## src/hw/rtl/smr_pkg.sv

```systemverilog
// Shared types and constants for the SPI mode 3 register master.
package smr_pkg;

	typedef enum logic [1:0] {
		OP_READ   = 2'd0,
		OP_WRITE  = 2'd1,
		OP_STREAM = 2'd2,
		OP_NONE   = 2'd3
	} op_t;

	typedef enum logic [1:0] {
		REG_HALF_PERIOD = 2'd0,
		REG_LEAD_DELAY  = 2'd1,
		REG_TAIL_DELAY  = 2'd2,
		REG_NONE        = 2'd3
	} reg_idx_t;

	localparam logic [7:0] WRITE_FLAG        = 8'h80;
	localparam logic [7:0] HALF_PERIOD_RESET = 8'd8;
	localparam logic [7:0] LEAD_DELAY_RESET  = 8'd16;
	localparam logic [7:0] TAIL_DELAY_RESET  = 8'd8;

	// One tick as it leaves the front end.
	typedef struct packed {
		logic       start_ok;
		op_t        op;
		logic       chip_sel;
		logic [6:0] reg_addr;
		logic [7:0] write_data;
		logic [7:0] byte_count;
		logic       miso;
	} cmd_t;

	typedef struct packed {
		logic [7:0] half_period;
		logic [7:0] lead_delay;
		logic [7:0] tail_delay;
	} cfg_t;

	typedef struct packed {
		logic       sck;
		logic       mosi;
		logic       cs_sensor_n;
		logic       cs_flash_n;
		logic       busy_res;
		logic       rx_valid;
		logic [7:0] rx_data;
		logic       done_res;
	} res_t;

endpackage

```

## src/hw/rtl/smr_regs.sv

```systemverilog
// APB configuration registers: half period, lead delay, tail delay.
module smr_regs (
	input  logic         clk,
	input  logic         arst_n,
	input  logic         psel,
	input  logic         penable,
	input  logic         pwrite,
	input  logic [3:0]   paddr,
	input  logic [31:0]  pwdata,
	output logic [31:0]  prdata,
	output logic         pready,
	output smr_pkg::cfg_t cfg
);

	smr_pkg::cfg_t    cfg_q;
	smr_pkg::reg_idx_t idx;

	assign idx    = smr_pkg::reg_idx_t'(paddr[3:2]);
	assign pready = 1'b1;
	assign cfg    = cfg_q;

	always_ff @(posedge clk or negedge arst_n) begin
		if (!arst_n) begin
			cfg_q.half_period <= smr_pkg::HALF_PERIOD_RESET;
			cfg_q.lead_delay  <= smr_pkg::LEAD_DELAY_RESET;
			cfg_q.tail_delay  <= smr_pkg::TAIL_DELAY_RESET;
		end else if (psel && penable && pwrite) begin
			case (idx)
				smr_pkg::REG_HALF_PERIOD: cfg_q.half_period <= pwdata[7:0];
				smr_pkg::REG_LEAD_DELAY:  cfg_q.lead_delay  <= pwdata[7:0];
				smr_pkg::REG_TAIL_DELAY:  cfg_q.tail_delay  <= pwdata[7:0];
				default: ;
			endcase
		end
	end

	always_comb begin
		case (idx)
			smr_pkg::REG_HALF_PERIOD: prdata = {24'd0, cfg_q.half_period};
			smr_pkg::REG_LEAD_DELAY:  prdata = {24'd0, cfg_q.lead_delay};
			smr_pkg::REG_TAIL_DELAY:  prdata = {24'd0, cfg_q.tail_delay};
			default:                  prdata = 32'd0;
		endcase
	end

endmodule

```

## src/hw/rtl/smr_front.sv

```systemverilog
// Front end: accept ticks, classify the command, queue them for the engine.
module smr_front #(
	parameter int DEPTH = 2
) (
	input  logic          clk,
	input  logic          arst_n,
	input  logic          in_valid,
	output logic          in_ready,
	input  logic          start_req,
	input  logic [1:0]    func,
	input  logic          chip_sel,
	input  logic [6:0]    reg_addr,
	input  logic [7:0]    write_data,
	input  logic [7:0]    byte_count,
	input  logic          miso,
	output smr_pkg::cmd_t cmd,
	output logic          cmd_valid,
	input  logic          cmd_pop
);

	localparam int PW = $clog2(DEPTH);
	localparam int CW = $clog2(DEPTH + 1);
	localparam logic [PW-1:0] LAST = PW'(DEPTH - 1);
	localparam logic [CW-1:0] FULL = CW'(DEPTH);

	smr_pkg::cmd_t  queue_q [DEPTH];
	smr_pkg::cmd_t  cmd_in;
	logic [PW-1:0]  wr_ptr_q;
	logic [PW-1:0]  rd_ptr_q;
	logic [CW-1:0]  count_q;
	logic           push;
	logic           pop;

	// Drop requests with an unknown function code here.
	always_comb begin
		cmd_in.start_ok   = start_req && (func != smr_pkg::OP_NONE);
		cmd_in.op         = smr_pkg::op_t'(func);
		cmd_in.chip_sel   = chip_sel;
		cmd_in.reg_addr   = reg_addr;
		cmd_in.write_data = write_data;
		cmd_in.byte_count = byte_count;
		cmd_in.miso       = miso;
	end

	assign in_ready  = (count_q != FULL);
	assign cmd_valid = (count_q != '0);
	assign push      = in_valid && in_ready;
	assign pop       = cmd_pop && cmd_valid;
	assign cmd       = queue_q[rd_ptr_q];

	always_ff @(posedge clk) begin
		if (push) begin
			queue_q[wr_ptr_q] <= cmd_in;
		end
	end

	always_ff @(posedge clk or negedge arst_n) begin
		if (!arst_n) begin
			wr_ptr_q <= '0;
			rd_ptr_q <= '0;
			count_q  <= '0;
		end else begin
			if (push) begin
				wr_ptr_q <= (wr_ptr_q == LAST) ? '0 : wr_ptr_q + PW'(1);
			end
			if (pop) begin
				rd_ptr_q <= (rd_ptr_q == LAST) ? '0 : rd_ptr_q + PW'(1);
			end
			if (push && !pop) begin
				count_q <= count_q + CW'(1);
			end else if (pop && !push) begin
				count_q <= count_q - CW'(1);
			end
		end
	end

endmodule

```

## src/hw/rtl/smr_engine.sv

```systemverilog
// Back end: SPI mode 3 bit engine, one tick per queued word, registered result.
module smr_engine (
	input  logic          clk,
	input  logic          arst_n,
	input  smr_pkg::cmd_t cmd,
	input  logic          cmd_valid,
	output logic          cmd_pop,
	input  smr_pkg::cfg_t cfg,
	output smr_pkg::res_t res,
	output logic          res_valid,
	input  logic          res_ready
);

	typedef enum logic [2:0] {
		PH_IDLE  = 3'd0,
		PH_SETUP = 3'd1,
		PH_LEAD  = 3'd2,
		PH_LOW   = 3'd3,
		PH_HIGH  = 3'd4,
		PH_TAIL  = 3'd5
	} phase_t;

	phase_t        phase_q, phase_n;
	logic [7:0]    tick_q, tick_n;
	logic [2:0]    bit_q, bit_n;
	logic [7:0]    tx_q, tx_n;
	logic [7:0]    rx_q, rx_n;
	logic [7:0]    left_q, left_n;
	smr_pkg::op_t  op_q, op_n;
	logic          chip_q, chip_n;
	logic          addr_q, addr_n;
	smr_pkg::res_t res_q, res_n;
	logic          res_valid_q;
	logic          step;

	assign step      = cmd_valid && (!res_valid_q || res_ready);
	assign cmd_pop   = step;
	assign res       = res_q;
	assign res_valid = res_valid_q;

	always_comb begin
		logic [7:0] hp;
		logic [7:0] tick_inc;
		logic       hit;
		logic       receiving;
		logic       cs_low;
		logic       finish;

		hp        = (cfg.half_period == 8'd0) ? 8'd1 : cfg.half_period;
		phase_n   = phase_q;
		tick_n    = tick_q;
		bit_n     = bit_q;
		tx_n      = tx_q;
		rx_n      = rx_q;
		left_n    = left_q;
		op_n      = op_q;
		chip_n    = chip_q;
		addr_n    = addr_q;
		cs_low    = 1'b0;
		finish    = 1'b0;
		hit       = 1'b0;
		res_n.sck      = 1'b1;
		res_n.mosi     = 1'b1;
		res_n.busy_res = 1'b1;
		res_n.rx_valid = 1'b0;
		res_n.rx_data  = 8'd0;
		res_n.done_res = 1'b0;

		// Load a new transaction.
		if (phase_q == PH_IDLE && cmd.start_ok) begin
			op_n   = cmd.op;
			chip_n = cmd.chip_sel;
			addr_n = 1'b1;
			bit_n  = 3'd7;
			tick_n = 8'd0;
			tx_n   = {1'b0, cmd.reg_addr};
			rx_n   = 8'd0;
			left_n = 8'd0;
			if (cmd.op == smr_pkg::OP_WRITE) begin
				tx_n = {1'b0, cmd.reg_addr} | smr_pkg::WRITE_FLAG;
				rx_n = cmd.write_data;
			end else if (cmd.op == smr_pkg::OP_STREAM) begin
				left_n = cmd.byte_count;
			end
			phase_n = (cmd.op == smr_pkg::OP_STREAM) ? PH_LOW : PH_SETUP;
		end

		receiving = !addr_n && (op_n != smr_pkg::OP_WRITE);
		tick_inc  = tick_n + 8'd1;

		case (phase_n)
			PH_SETUP: begin
				tick_n  = 8'd0;
				phase_n = (cfg.lead_delay == 8'd0) ? PH_LOW : PH_LEAD;
			end
			PH_LEAD: begin
				cs_low = 1'b1;
				hit    = (tick_inc >= cfg.lead_delay);
				tick_n = hit ? 8'd0 : tick_inc;
				if (hit) begin
					phase_n = PH_LOW;
				end
			end
			PH_LOW: begin
				cs_low     = 1'b1;
				res_n.sck  = 1'b0;
				res_n.mosi = receiving ? 1'b1 : tx_n[7];
				hit        = (tick_inc >= hp);
				tick_n     = hit ? 8'd0 : tick_inc;
				if (hit) begin
					// Sample MISO on the last low tick.
					if (receiving) begin
						rx_n = {rx_n[6:0], cmd.miso};
						if (bit_n == 3'd0) begin
							res_n.rx_valid = 1'b1;
							res_n.rx_data  = {rx_n[7:1], cmd.miso};
						end
					end
					phase_n = PH_HIGH;
				end
			end
			PH_HIGH: begin
				cs_low     = 1'b1;
				res_n.mosi = receiving ? 1'b1 : tx_n[7];
				hit        = (tick_inc >= hp);
				tick_n     = hit ? 8'd0 : tick_inc;
				if (hit) begin
					tx_n    = {tx_n[6:0], 1'b0};
					phase_n = PH_LOW;
					if (bit_n != 3'd0) begin
						bit_n = bit_n - 3'd1;
					end else begin
						bit_n = 3'd7;
						if (addr_n) begin
							addr_n = 1'b0;
							if (op_n == smr_pkg::OP_WRITE) begin
								tx_n = rx_n;
							end else if (op_n == smr_pkg::OP_READ) begin
								left_n = 8'd1;
							end else if (left_n == 8'd0) begin
								finish = 1'b1;
							end
						end else if (op_n == smr_pkg::OP_WRITE) begin
							finish = 1'b1;
						end else begin
							left_n = left_n - 8'd1;
							if (left_n == 8'd0) begin
								finish = 1'b1;
							end
						end
					end
					if (finish) begin
						if (op_n == smr_pkg::OP_STREAM && cfg.tail_delay != 8'd0) begin
							phase_n = PH_TAIL;
							tick_n  = 8'd0;
						end else begin
							phase_n        = PH_IDLE;
							res_n.done_res = 1'b1;
						end
					end
				end
			end
			PH_TAIL: begin
				hit    = (tick_inc >= cfg.tail_delay);
				tick_n = hit ? 8'd0 : tick_inc;
				if (hit) begin
					phase_n        = PH_IDLE;
					res_n.done_res = 1'b1;
				end
			end
			default: begin
				res_n.busy_res = 1'b0;
				phase_n        = PH_IDLE;
			end
		endcase

		res_n.cs_sensor_n = !(cs_low && !chip_n);
		res_n.cs_flash_n  = !(cs_low && chip_n);
	end

	always_ff @(posedge clk or negedge arst_n) begin
		if (!arst_n) begin
			phase_q     <= PH_IDLE;
			tick_q      <= 8'd0;
			bit_q       <= 3'd7;
			tx_q        <= 8'd0;
			rx_q        <= 8'd0;
			left_q      <= 8'd0;
			op_q        <= smr_pkg::OP_READ;
			chip_q      <= 1'b0;
			addr_q      <= 1'b0;
			res_q       <= '0;
			res_valid_q <= 1'b0;
		end else begin
			if (step) begin
				phase_q <= phase_n;
				tick_q  <= tick_n;
				bit_q   <= bit_n;
				tx_q    <= tx_n;
				rx_q    <= rx_n;
				left_q  <= left_n;
				op_q    <= op_n;
				chip_q  <= chip_n;
				addr_q  <= addr_n;
				res_q   <= res_n;
			end
			if (step) begin
				res_valid_q <= 1'b1;
			end else if (res_ready) begin
				res_valid_q <= 1'b0;
			end
		end
	end

endmodule

```

## src/hw/rtl/spi_mode3_register_master_top.sv

```systemverilog
// Top level of the SPI mode 3 register master.
//
//  channel | handshake             | word
//  --------+-----------------------+------------------------------------------
//  in      | in_valid / in_ready   | start_req func chip_sel reg_addr
//          |                       | write_data byte_count miso
//  out     | out_valid / out_ready | sck mosi cs_sensor_n cs_flash_n busy_res
//          |                       | rx_valid rx_data done_res
//  cfg     | APB psel/penable      | half_period lead_delay tail_delay
//
// One input word per cycle in, one result word per cycle out while out_ready
// stays high; each word is one system tick of the SPI engine, which steps
// once per word. Each word passes through the front queue and then the
// result register. A stalled output holds the engine; the queue of
// QUEUE_DEPTH words then fills and in_ready drops. Reset clears the engine
// to idle and the registers to their defaults.
module spi_mode3_register_master_top #(
	parameter int QUEUE_DEPTH = 2
) (
	input  logic        clk,
	input  logic        arst_n,
	input  logic        in_valid,
	output logic        in_ready,
	input  logic        start_req,
	input  logic [1:0]  func,
	input  logic        chip_sel,
	input  logic [6:0]  reg_addr,
	input  logic [7:0]  write_data,
	input  logic [7:0]  byte_count,
	input  logic        miso,
	output logic        out_valid,
	input  logic        out_ready,
	output logic        sck,
	output logic        mosi,
	output logic        cs_sensor_n,
	output logic        cs_flash_n,
	output logic        busy_res,
	output logic        rx_valid,
	output logic [7:0]  rx_data,
	output logic        done_res,
	input  logic        psel,
	input  logic        penable,
	input  logic        pwrite,
	input  logic [3:0]  paddr,
	input  logic [31:0] pwdata,
	output logic [31:0] prdata,
	output logic        pready
);

	smr_pkg::cmd_t cmd;
	smr_pkg::cfg_t cfg;
	smr_pkg::res_t res;
	logic          cmd_valid;
	logic          cmd_pop;

	smr_regs u_regs (
		.clk     (clk),
		.arst_n  (arst_n),
		.psel    (psel),
		.penable (penable),
		.pwrite  (pwrite),
		.paddr   (paddr),
		.pwdata  (pwdata),
		.prdata  (prdata),
		.pready  (pready),
		.cfg     (cfg)
	);

	smr_front #(
		.DEPTH (QUEUE_DEPTH)
	) u_front (
		.clk        (clk),
		.arst_n     (arst_n),
		.in_valid   (in_valid),
		.in_ready   (in_ready),
		.start_req  (start_req),
		.func       (func),
		.chip_sel   (chip_sel),
		.reg_addr   (reg_addr),
		.write_data (write_data),
		.byte_count (byte_count),
		.miso       (miso),
		.cmd        (cmd),
		.cmd_valid  (cmd_valid),
		.cmd_pop    (cmd_pop)
	);

	smr_engine u_engine (
		.clk       (clk),
		.arst_n    (arst_n),
		.cmd       (cmd),
		.cmd_valid (cmd_valid),
		.cmd_pop   (cmd_pop),
		.cfg       (cfg),
		.res       (res),
		.res_valid (out_valid),
		.res_ready (out_ready)
	);

	assign sck         = res.sck;
	assign mosi        = res.mosi;
	assign cs_sensor_n = res.cs_sensor_n;
	assign cs_flash_n  = res.cs_flash_n;
	assign busy_res    = res.busy_res;
	assign rx_valid    = res.rx_valid;
	assign rx_data     = res.rx_data;
	assign done_res    = res.done_res;

endmodule

```

## config.mk

```make
export PLATFORM = sky130hd
export DESIGN_NAME = spi_mode3_register_master_top
export DESIGN_NICKNAME = d
export VERILOG_FILES = /design/src/hw/rtl/smr_pkg.sv /design/src/hw/rtl/smr_regs.sv /design/src/hw/rtl/smr_front.sv /design/src/hw/rtl/smr_engine.sv /design/src/hw/rtl/spi_mode3_register_master_top.sv
export SDC_FILE = /design/constraint.sdc
export NUM_CORES = 1
export LEC_CHECK = 0
export ABC_AREA = 1
export BUFFER_PORTS_ARGS = -buffer_cell sky130_fd_sc_hd__buf_2
export CORE_ASPECT_RATIO = 0.6
export CORE_MARGIN = 2
export CORE_UTILIZATION = 45
export CTS_CLUSTER_DIAMETER = 80
export DETAILED_ROUTE_END_ITERATION = 7
export PLACE_DENSITY = 0.71
export SLEW_MARGIN = 10
export SYNTH_ARGS = -nofsm -noshare
export SYNTH_HDL_FRONTEND = slang
export SYNTH_HIERARCHICAL = 1
export SYNTH_SLANG_ARGS = --single-unit
```

## constraint.sdc

```tcl
create_clock -name clk -period 4.4 [get_ports clk]
set_input_delay 0 -clock clk [delete_from_list [all_inputs] [get_ports clk]]
set_output_delay 0 -clock clk [all_outputs]
set_load 0.005 [all_outputs]
```

==> impl_metrics.ini, run 1 <==
[final_layout]
instances_no_fill = 1320
diodes = 0
num-nets-final = 1174
syn_to_final_growth_pct = 20.5
drive_above_1_share_pct = 15.6
postLayoutCellArea_sq_um = 9550

[routing]
viasPerCell = 5.18
wl_per_cell_um = 15.3
drtIter0Drc = 839
wl_um = 20100
remaining_drc_errors = 0
route.vias.total = 6839
ant_nets = 0
firstDrtPassIters = 5

[timing]
finalHoldViolCount = 0
fin_crit_sh_pct = 89.4
layout_min_cycle_time_ps = 3930
drv_slew = 0
worst_slew_pin_slew_ps = 837
fmax_mhz = 254
slew_headroom_pct = 44.0
fin_worst_hold_slack_ps = 21.4
clock_skew_ps = 14.8
rsz0062_at_grt = no
setup_viol = 0
fin_setup_tns_ps = 0

[clock_tree]
cts_tree = built
cts_made_buffers = 17
root_buffer = clkbuf_16
post_cts_buffers = 0
worst_skew_pair.late_latency_ps = 430
cts.path.max_buffers = 2
cts_max_level = 4
cts_num_sinks = 142
clkTransAtPathRegs_ps = 70
hold_buffers = 46
post_cts_resized = 0

[critical_path]
crit_path_max_fanout = 7
worstSetupEndpointType = register
critPathMaxStageDelay_ps = 380
arrival_ps = 4220
crit_top_cell = nand2_1
cpMaxStageDelayCell = dfrtp_1
crit_type = register to register
crit_path_start_kind = register
required_ps = 4690

[synthesis]
syn-cell-area_sq_um = 7920
yosysMostFrequentCell = nand2_1
synthDistinctLibCells = 47
netlist_top_cells_area = dfrtp_1, edfxtp_1, nand2_1
yosysWarnings = 6
synth_ff_type = dfrtp_1
synth_edf_count = 56
syn_inst = 951
synth_common_cells = nand2_1, inv_1, dfrtp_1
synth_seq_cells = 142
synth.largest_area_cell = dfrtp_1
synth_top_area_share_pct = 25.3
synth_area_per_cell_sq_um = 8.33
synth-seq-area-share_pct = 48.5
async_flop_share_pct = 60.6

[place]
portBuffers = 69
dp.final_hpwl_um = 13500
place_area_sq_um = 8430
dp_cells = 1242
gp_congestion = 0.935

[floorplan]
rows = 37
initial_core_util_pct = 46.1
io_pins = 121
fp.dieH_um = 107
dieWidth_um = 175
dieArea_sq_um = 18700
coreArea_sq_um = 17200

[global_routing]
grt_usage_pct = 22.1
grt_pass1_vias = 6361
antenna_found_initial = 0
grt_max_degree = 71
grt_overflow = 0
grt_pass1_wl_um = 32300

[power_and_ir_drop]
power.leakage_nw = 4.68
total_power_mw = 7.00
peakVddDrop_v = 0.000341
powerDensity_nw_per_um2 = 734

[status]
status = completed

[run]
drv_cap = 0

[min_path]
hold_path_class = primary input to register
[worst paths after layout]
kind | from | to | slack (ps) | cells after the start
setup / recovery | u_front/rd_ptr_q$_DFFE_PN0P_ | u_engine/left_q[0]$_DFFE_PN0P_ | 470 | 25
hold / removal | paddr[3] | u_regs/cfg[19]$_DFFE_PN1P_ | 20 | 6
setup reg to reg | u_front/rd_ptr_q$_DFFE_PN0P_ | u_engine/left_q[0]$_DFFE_PN0P_ | 470 | 25
hold reg to reg | u_engine/op_q[1]$_DFFE_PN0P_ | u_engine/op_q[1]$_DFFE_PN0P_ | 480 | 2
max in group asynchronous | arst_n | u_engine/bit_q[0]$_DFFE_PN1P_ | 3230 | 3
min in group asynchronous | arst_n | u_engine/res[4]$_DFFE_PN0P_ | 160 | 2
[worst max-delay path, delay by kind of cell (launching register included)]
family	cells	cell delay [ps]
xor+xnor	1	160
simple gates	14	1790
buf+inv	4	460
flops	1	380
fa+ha+maj	2	500
compound gates	4	530
[cell type report]
type	instances	area (sq um)
Clock buffer	20	500
Clock inverter	12	151
Fill cell	1524	7630
Inverter	106	398
Multi-Input combinational cell	677	3450
Sequential cell	142	3840
Tap cell	234	293
Timing Repair Buffer	129	913
[where the power goes]
group / leakage (nW) / switching, mW / internal, mW
sequential: 1.58 / 0.194 / 1.80
combinational: 2.78 / 2.31 / 1.14
clock: 0.321 / 0.646 / 0.914
total: 4.68 / 3.15 / 3.86
[per-stage QoR]
step	setup slack [ps]	util, %
2_1_floorplan	883	-
3_3_place_gp	615	49.1
3_5_place_dp	531	49.1
4_1_cts	524	55.6
5_1_grt	111	55.6
6_report	465	55.6
[cell usage in the layout (no fill, tap or decap), drive strengths merged, types with 4 or more instances in the layout]
cell type,synthesis,routed
nor3,4,4
a21oi,52,52
conb,2,25
dlygate4sd3,0,46
nor2,62,62
o21ai,56,56
a22o,9,9
nand4,8,8
clkbuf,14,20
edfxtp,56,56
dfstp,6,6
nand3,45,45
xor2,7,7
dfrtp,80,80
o22ai,4,4
a22oi,12,12
nand2,337,337
a31oi,4,4
ha,30,30
mux2i,7,7
inv,104,112
clkinv,2,5
buf,35,83
[per-layer routing]
metal / vias to the layer above / part of all wire (%) / routed length [um] / global-route usage (%)
met2: 311 / 42 / 8530 / 32.2
met5: - / 0 / 0 / 0
met1: 3191 / 48 / 9570 / 33.4
li1: 3301 / - / - / -
met4: 0 / 1.3 / 262 / 5.83
met3: 36 / 8.8 / 1780 / 4.61
[sequential cells by signal, indices dropped and copies added (netlist names), 2 cells and up]
register / cells
u_engine/bit_q: 3
u_front/count_q: 2
u_engine/op_q: 2
u_engine/rx_q: 8
u_engine/tick_q: 8
u_engine/res: 15
u_regs/cfg: 24
u_engine/left_q: 8
u_engine/tx_q: 8
u_engine/phase_q: 3
u_front/queue_q: 56
[cells by family after synthesis]
group	count (synthesis)	synth area share (%)
other	2	0.0948
buffers and inverters	155	9.16
XOR/XNOR	9	0.995
AO/OA/AOI/OAI	146	10.9
multiplexers	7	0.885
flip-flops	142	48.5
adder cells (fa/ha/maj)	30	4.74
AND/OR/NAND/NOR	460	24.8
Power figures use the tool's default switching activity.
==> inputs of run 2 (changes only) <==
--- a/config.mk
+++ b/config.mk
@@ -16,5 +16,4 @@
 export SLEW_MARGIN = 10
 export SYNTH_ARGS = -nofsm -noshare
 export SYNTH_HDL_FRONTEND = slang
-export SYNTH_HIERARCHICAL = 1
 export SYNTH_SLANG_ARGS = --single-unit
==> impl_metrics.ini, run 2 <==
[timing]
drv_slew = 0
fin_ws_ps = 584
finalHoldViolCount = 0
fmax_mhz = 262
layout_min_cycle_time_ps = 3820
slew_headroom_pct = 55.0
fin_crit_sh_pct = 86.7
rsz0062_at_grt = no
clock_skew_ps = 16.2
worst_slew_pin_slew_ps = 673
fin_setup_tns_ps = 0
setup_viol = 0

[power_and_ir_drop]
powerDensity_nw_per_um2 = 714
peakVddDrop_v = 0.000413
power.leakage_nw = 4.40

[final_layout]
layout_commonest_cell = nand2_1
syn_to_final_growth_pct = 19.0
diodes = 0
largest_register_ff_count = 56
seq_area_sq_um = 3840
drive_above_1_share_pct = 15.8
nFillCells = 1543
final_cell_mix = nand2_1, inv_1, dfrtp_1, buf_2, nor2_1
top_register = u_front.queue_q
num-nets-final = 1116
multi_input_area_sq_um = 3350

[critical_path]
critPathMaxStageDelay_ps = 360
crit_path_max_fanout = 32
crit_path_start_kind = register
arrival_ps = 4130
worst-path-buf-inv = 4
crit_top_cell = nand2_1
required_ps = 4720
crit_type = register to register
crit_family = simple AND/OR/NAND/NOR gates
path_cells = buf_4 -> nand2_1 -> nand2_1 -> nor2_4 -> nor2_1 -> ha_1 -> nand3_1 -> nor2_1 -> nand2_1 -> xor2_1 -> inv_1 -> ha_1 -> nand2_1 -> nor2_1 -> nand4_1 -> nand3_1 -> nand2_1 -> nor2_2 -> inv_1 -> o21ai_0 -> nand3_1 -> o21ai_0 -> inv_1
worstSetupEndpointType = register
cpMaxStageDelayCell = dfrtp_1

[place]
dp.final_hpwl_um = 13000
pre_cts_slack_ps = 537
gp_congestion = 0.850
portBuffers = 69

[floorplan]
io_pins = 121
dieArea_sq_um = 18500
fp.dieH_um = 106
dieWidth_um = 174
rows = 37
coreArea_sq_um = 17100
initial_core_util_pct = 45.8

[synthesis]
synth.largest_area_cell = dfrtp_1
synth_seq_cells = 142
synth_area_per_cell_sq_um = 8.62
async_flop_share_pct = 60.6
yosysMostFrequentCell = nand2_1
syn_inst = 908
yosysWarnings = 0
synth_ff_type = dfrtp_1
synth_top_area_share_pct = 25.6
synth_common_cells = nand2_1, inv_1, dfrtp_1
netlist_top_cells_area = dfrtp_1, edfxtp_1, nand2_1
synthDistinctLibCells = 52
synth-seq-area-share_pct = 49.1
synth_edf_count = 56
syn-cell-area_sq_um = 7820

[clock_tree]
cts_made_buffers = 17
cts_num_sinks = 142
clkTransAtPathRegs_ps = 70
cts.path.max_buffers = 2
cts_max_level = 4
worst_skew_pair.late_latency_ps = 430
cts_tree = built
root_buffer = clkbuf_16

[routing]
viasPerCell = 5.13
route.vias.total = 6478
firstDrtPassIters = 5
wl_um = 18700
remaining_drc_errors = 0
ant_nets = 0
wl_per_cell_um = 14.8
drtIter0Drc = 595

[global_routing]
grt_overflow = 0
grt_usage_pct = 21.2
antenna_found_initial = 0
grt_max_degree = 62
grt_pass1_vias = 5945
grt_pass1_wl_um = 30900

[status]
status = completed

[min_path]
hold_path_class = primary input to register

[run]
drv_cap = 0
run 2: cell count changes in the layout (fill, tap and decap cells not counted), moves of 9 or more:
cell / before / now
dlygate4sd3_1: 46 / 37
nor2_1: 47 / 66
a21oi_1: 52 / 61
o21ai_0: 43 / 65
nand2_1: 323 / 216
nand3_1: 40 / 30
a22oi_1: 12 / 2
run 2: kinds of logic after synthesis:
logic type,count (synthesis),share of synthesized area [%]
other,2,0.0960
adder cells (fa/ha/maj),30,4.80
AO/OA/AOI/OAI,191,14.2
buffers and inverters,161,9.40
AND/OR/NAND/NOR,363,20.1
flip-flops,142,49.1
multiplexers,9,1.15
XOR/XNOR,10,1.12
run 2: worst reg2reg max path, stage by stage, from the launching register on:
cell     delay [ps]
dfrtp_1         360
buf_4           340
nand2_1          90
nand2_1         190
nor2_4           70
nor2_1          140
ha_1            200
nand3_1         130
nor2_1          130
nand2_1          70
xor2_1          120
inv_1           110
ha_1            290
nand2_1          60
nor2_1          140
nand4_1          90
nand3_1         220
nand2_1         140
nor2_2          250
inv_1           130
o21ai_0         170
nand3_1         110
o21ai_0         100
inv_1            50
run 2: metrics by stage:
stage	hold WS [ps]	power, mW	cell area [sq um]	cells	util, %
floorplan	-296	4.37	7910	931	-
global placement	26.9	5.03	8320	1193	48.7
detailed placement	36.1	5.12	8320	1193	48.7
CTS	7.47	6.63	9310	1262	54.5
global route	27.2	7.23	9310	1262	54.5
finish	14.8	6.65	9310	1262	54.5
run 2: repair_timing:
| item | CTS | global route |
|---|---|---|
| setup buffers | 0 | 0 |
| gates resized for setup | 0 | 1 |
| hold buffers | 37 | 0 |
| setup endpoints to repair | 0 | 2 |
| endpoints found under the hold margin | 121 | 0 |
run 2: area by class of cell:
cell class / count / share of cell area (%)
Inverter: 110 / 4.45
Clock buffer: 17 / 4.57
Sequential cell: 142 / 41.3
Tap cell: 234 / 3.15
Multi-Input combinational cell: 628 / 36.0
Timing Repair Buffer: 116 / 8.52
Clock inverter: 15 / 2.04
run 2: worst paths after layout:
| kind | start | endpoint | slack [ps] | depth (start not counted) |
|---|---|---|---|---|
| worst max-delay path | u_front.rd_ptr_q$_DFFE_PN0P_ | u_engine.left_q[7]$_DFFE_PN0P_ | 580 | 23 |
| worst min-delay path | start_req | u_front.queue_q[0][27]$_DFFE_PP_ | 10 | 2 |
| worst max register to register | u_front.rd_ptr_q$_DFFE_PN0P_ | u_engine.left_q[7]$_DFFE_PN0P_ | 580 | 23 |
| worst min register to register | u_front.count_q[0]$_DFFE_PN0P_ | u_front.count_q[0]$_DFFE_PN0P_ | 470 | 1 |
| max in group asynchronous | arst_n | u_engine.rx_q[6]$_DFFE_PN0P_ | 3270 | 3 |
| min in group asynchronous | arst_n | u_regs.cfg[11]$_DFFE_PN0P_ | 110 | 2 |
run 2: layer usage:
metal	vias up	track usage (%)	wire, um
met3	12	4.51	1390
li1	3188	-	-
met2	258	30.2	7640
met1	3020	32.9	9510
met5	-	0	0
met4	0	4.38	116
run 2: where the power goes:
group          switching [mW]  internal (mW)
Sequential              0.176           1.79
Clock                   0.694          0.775
Combinational            2.14           1.07
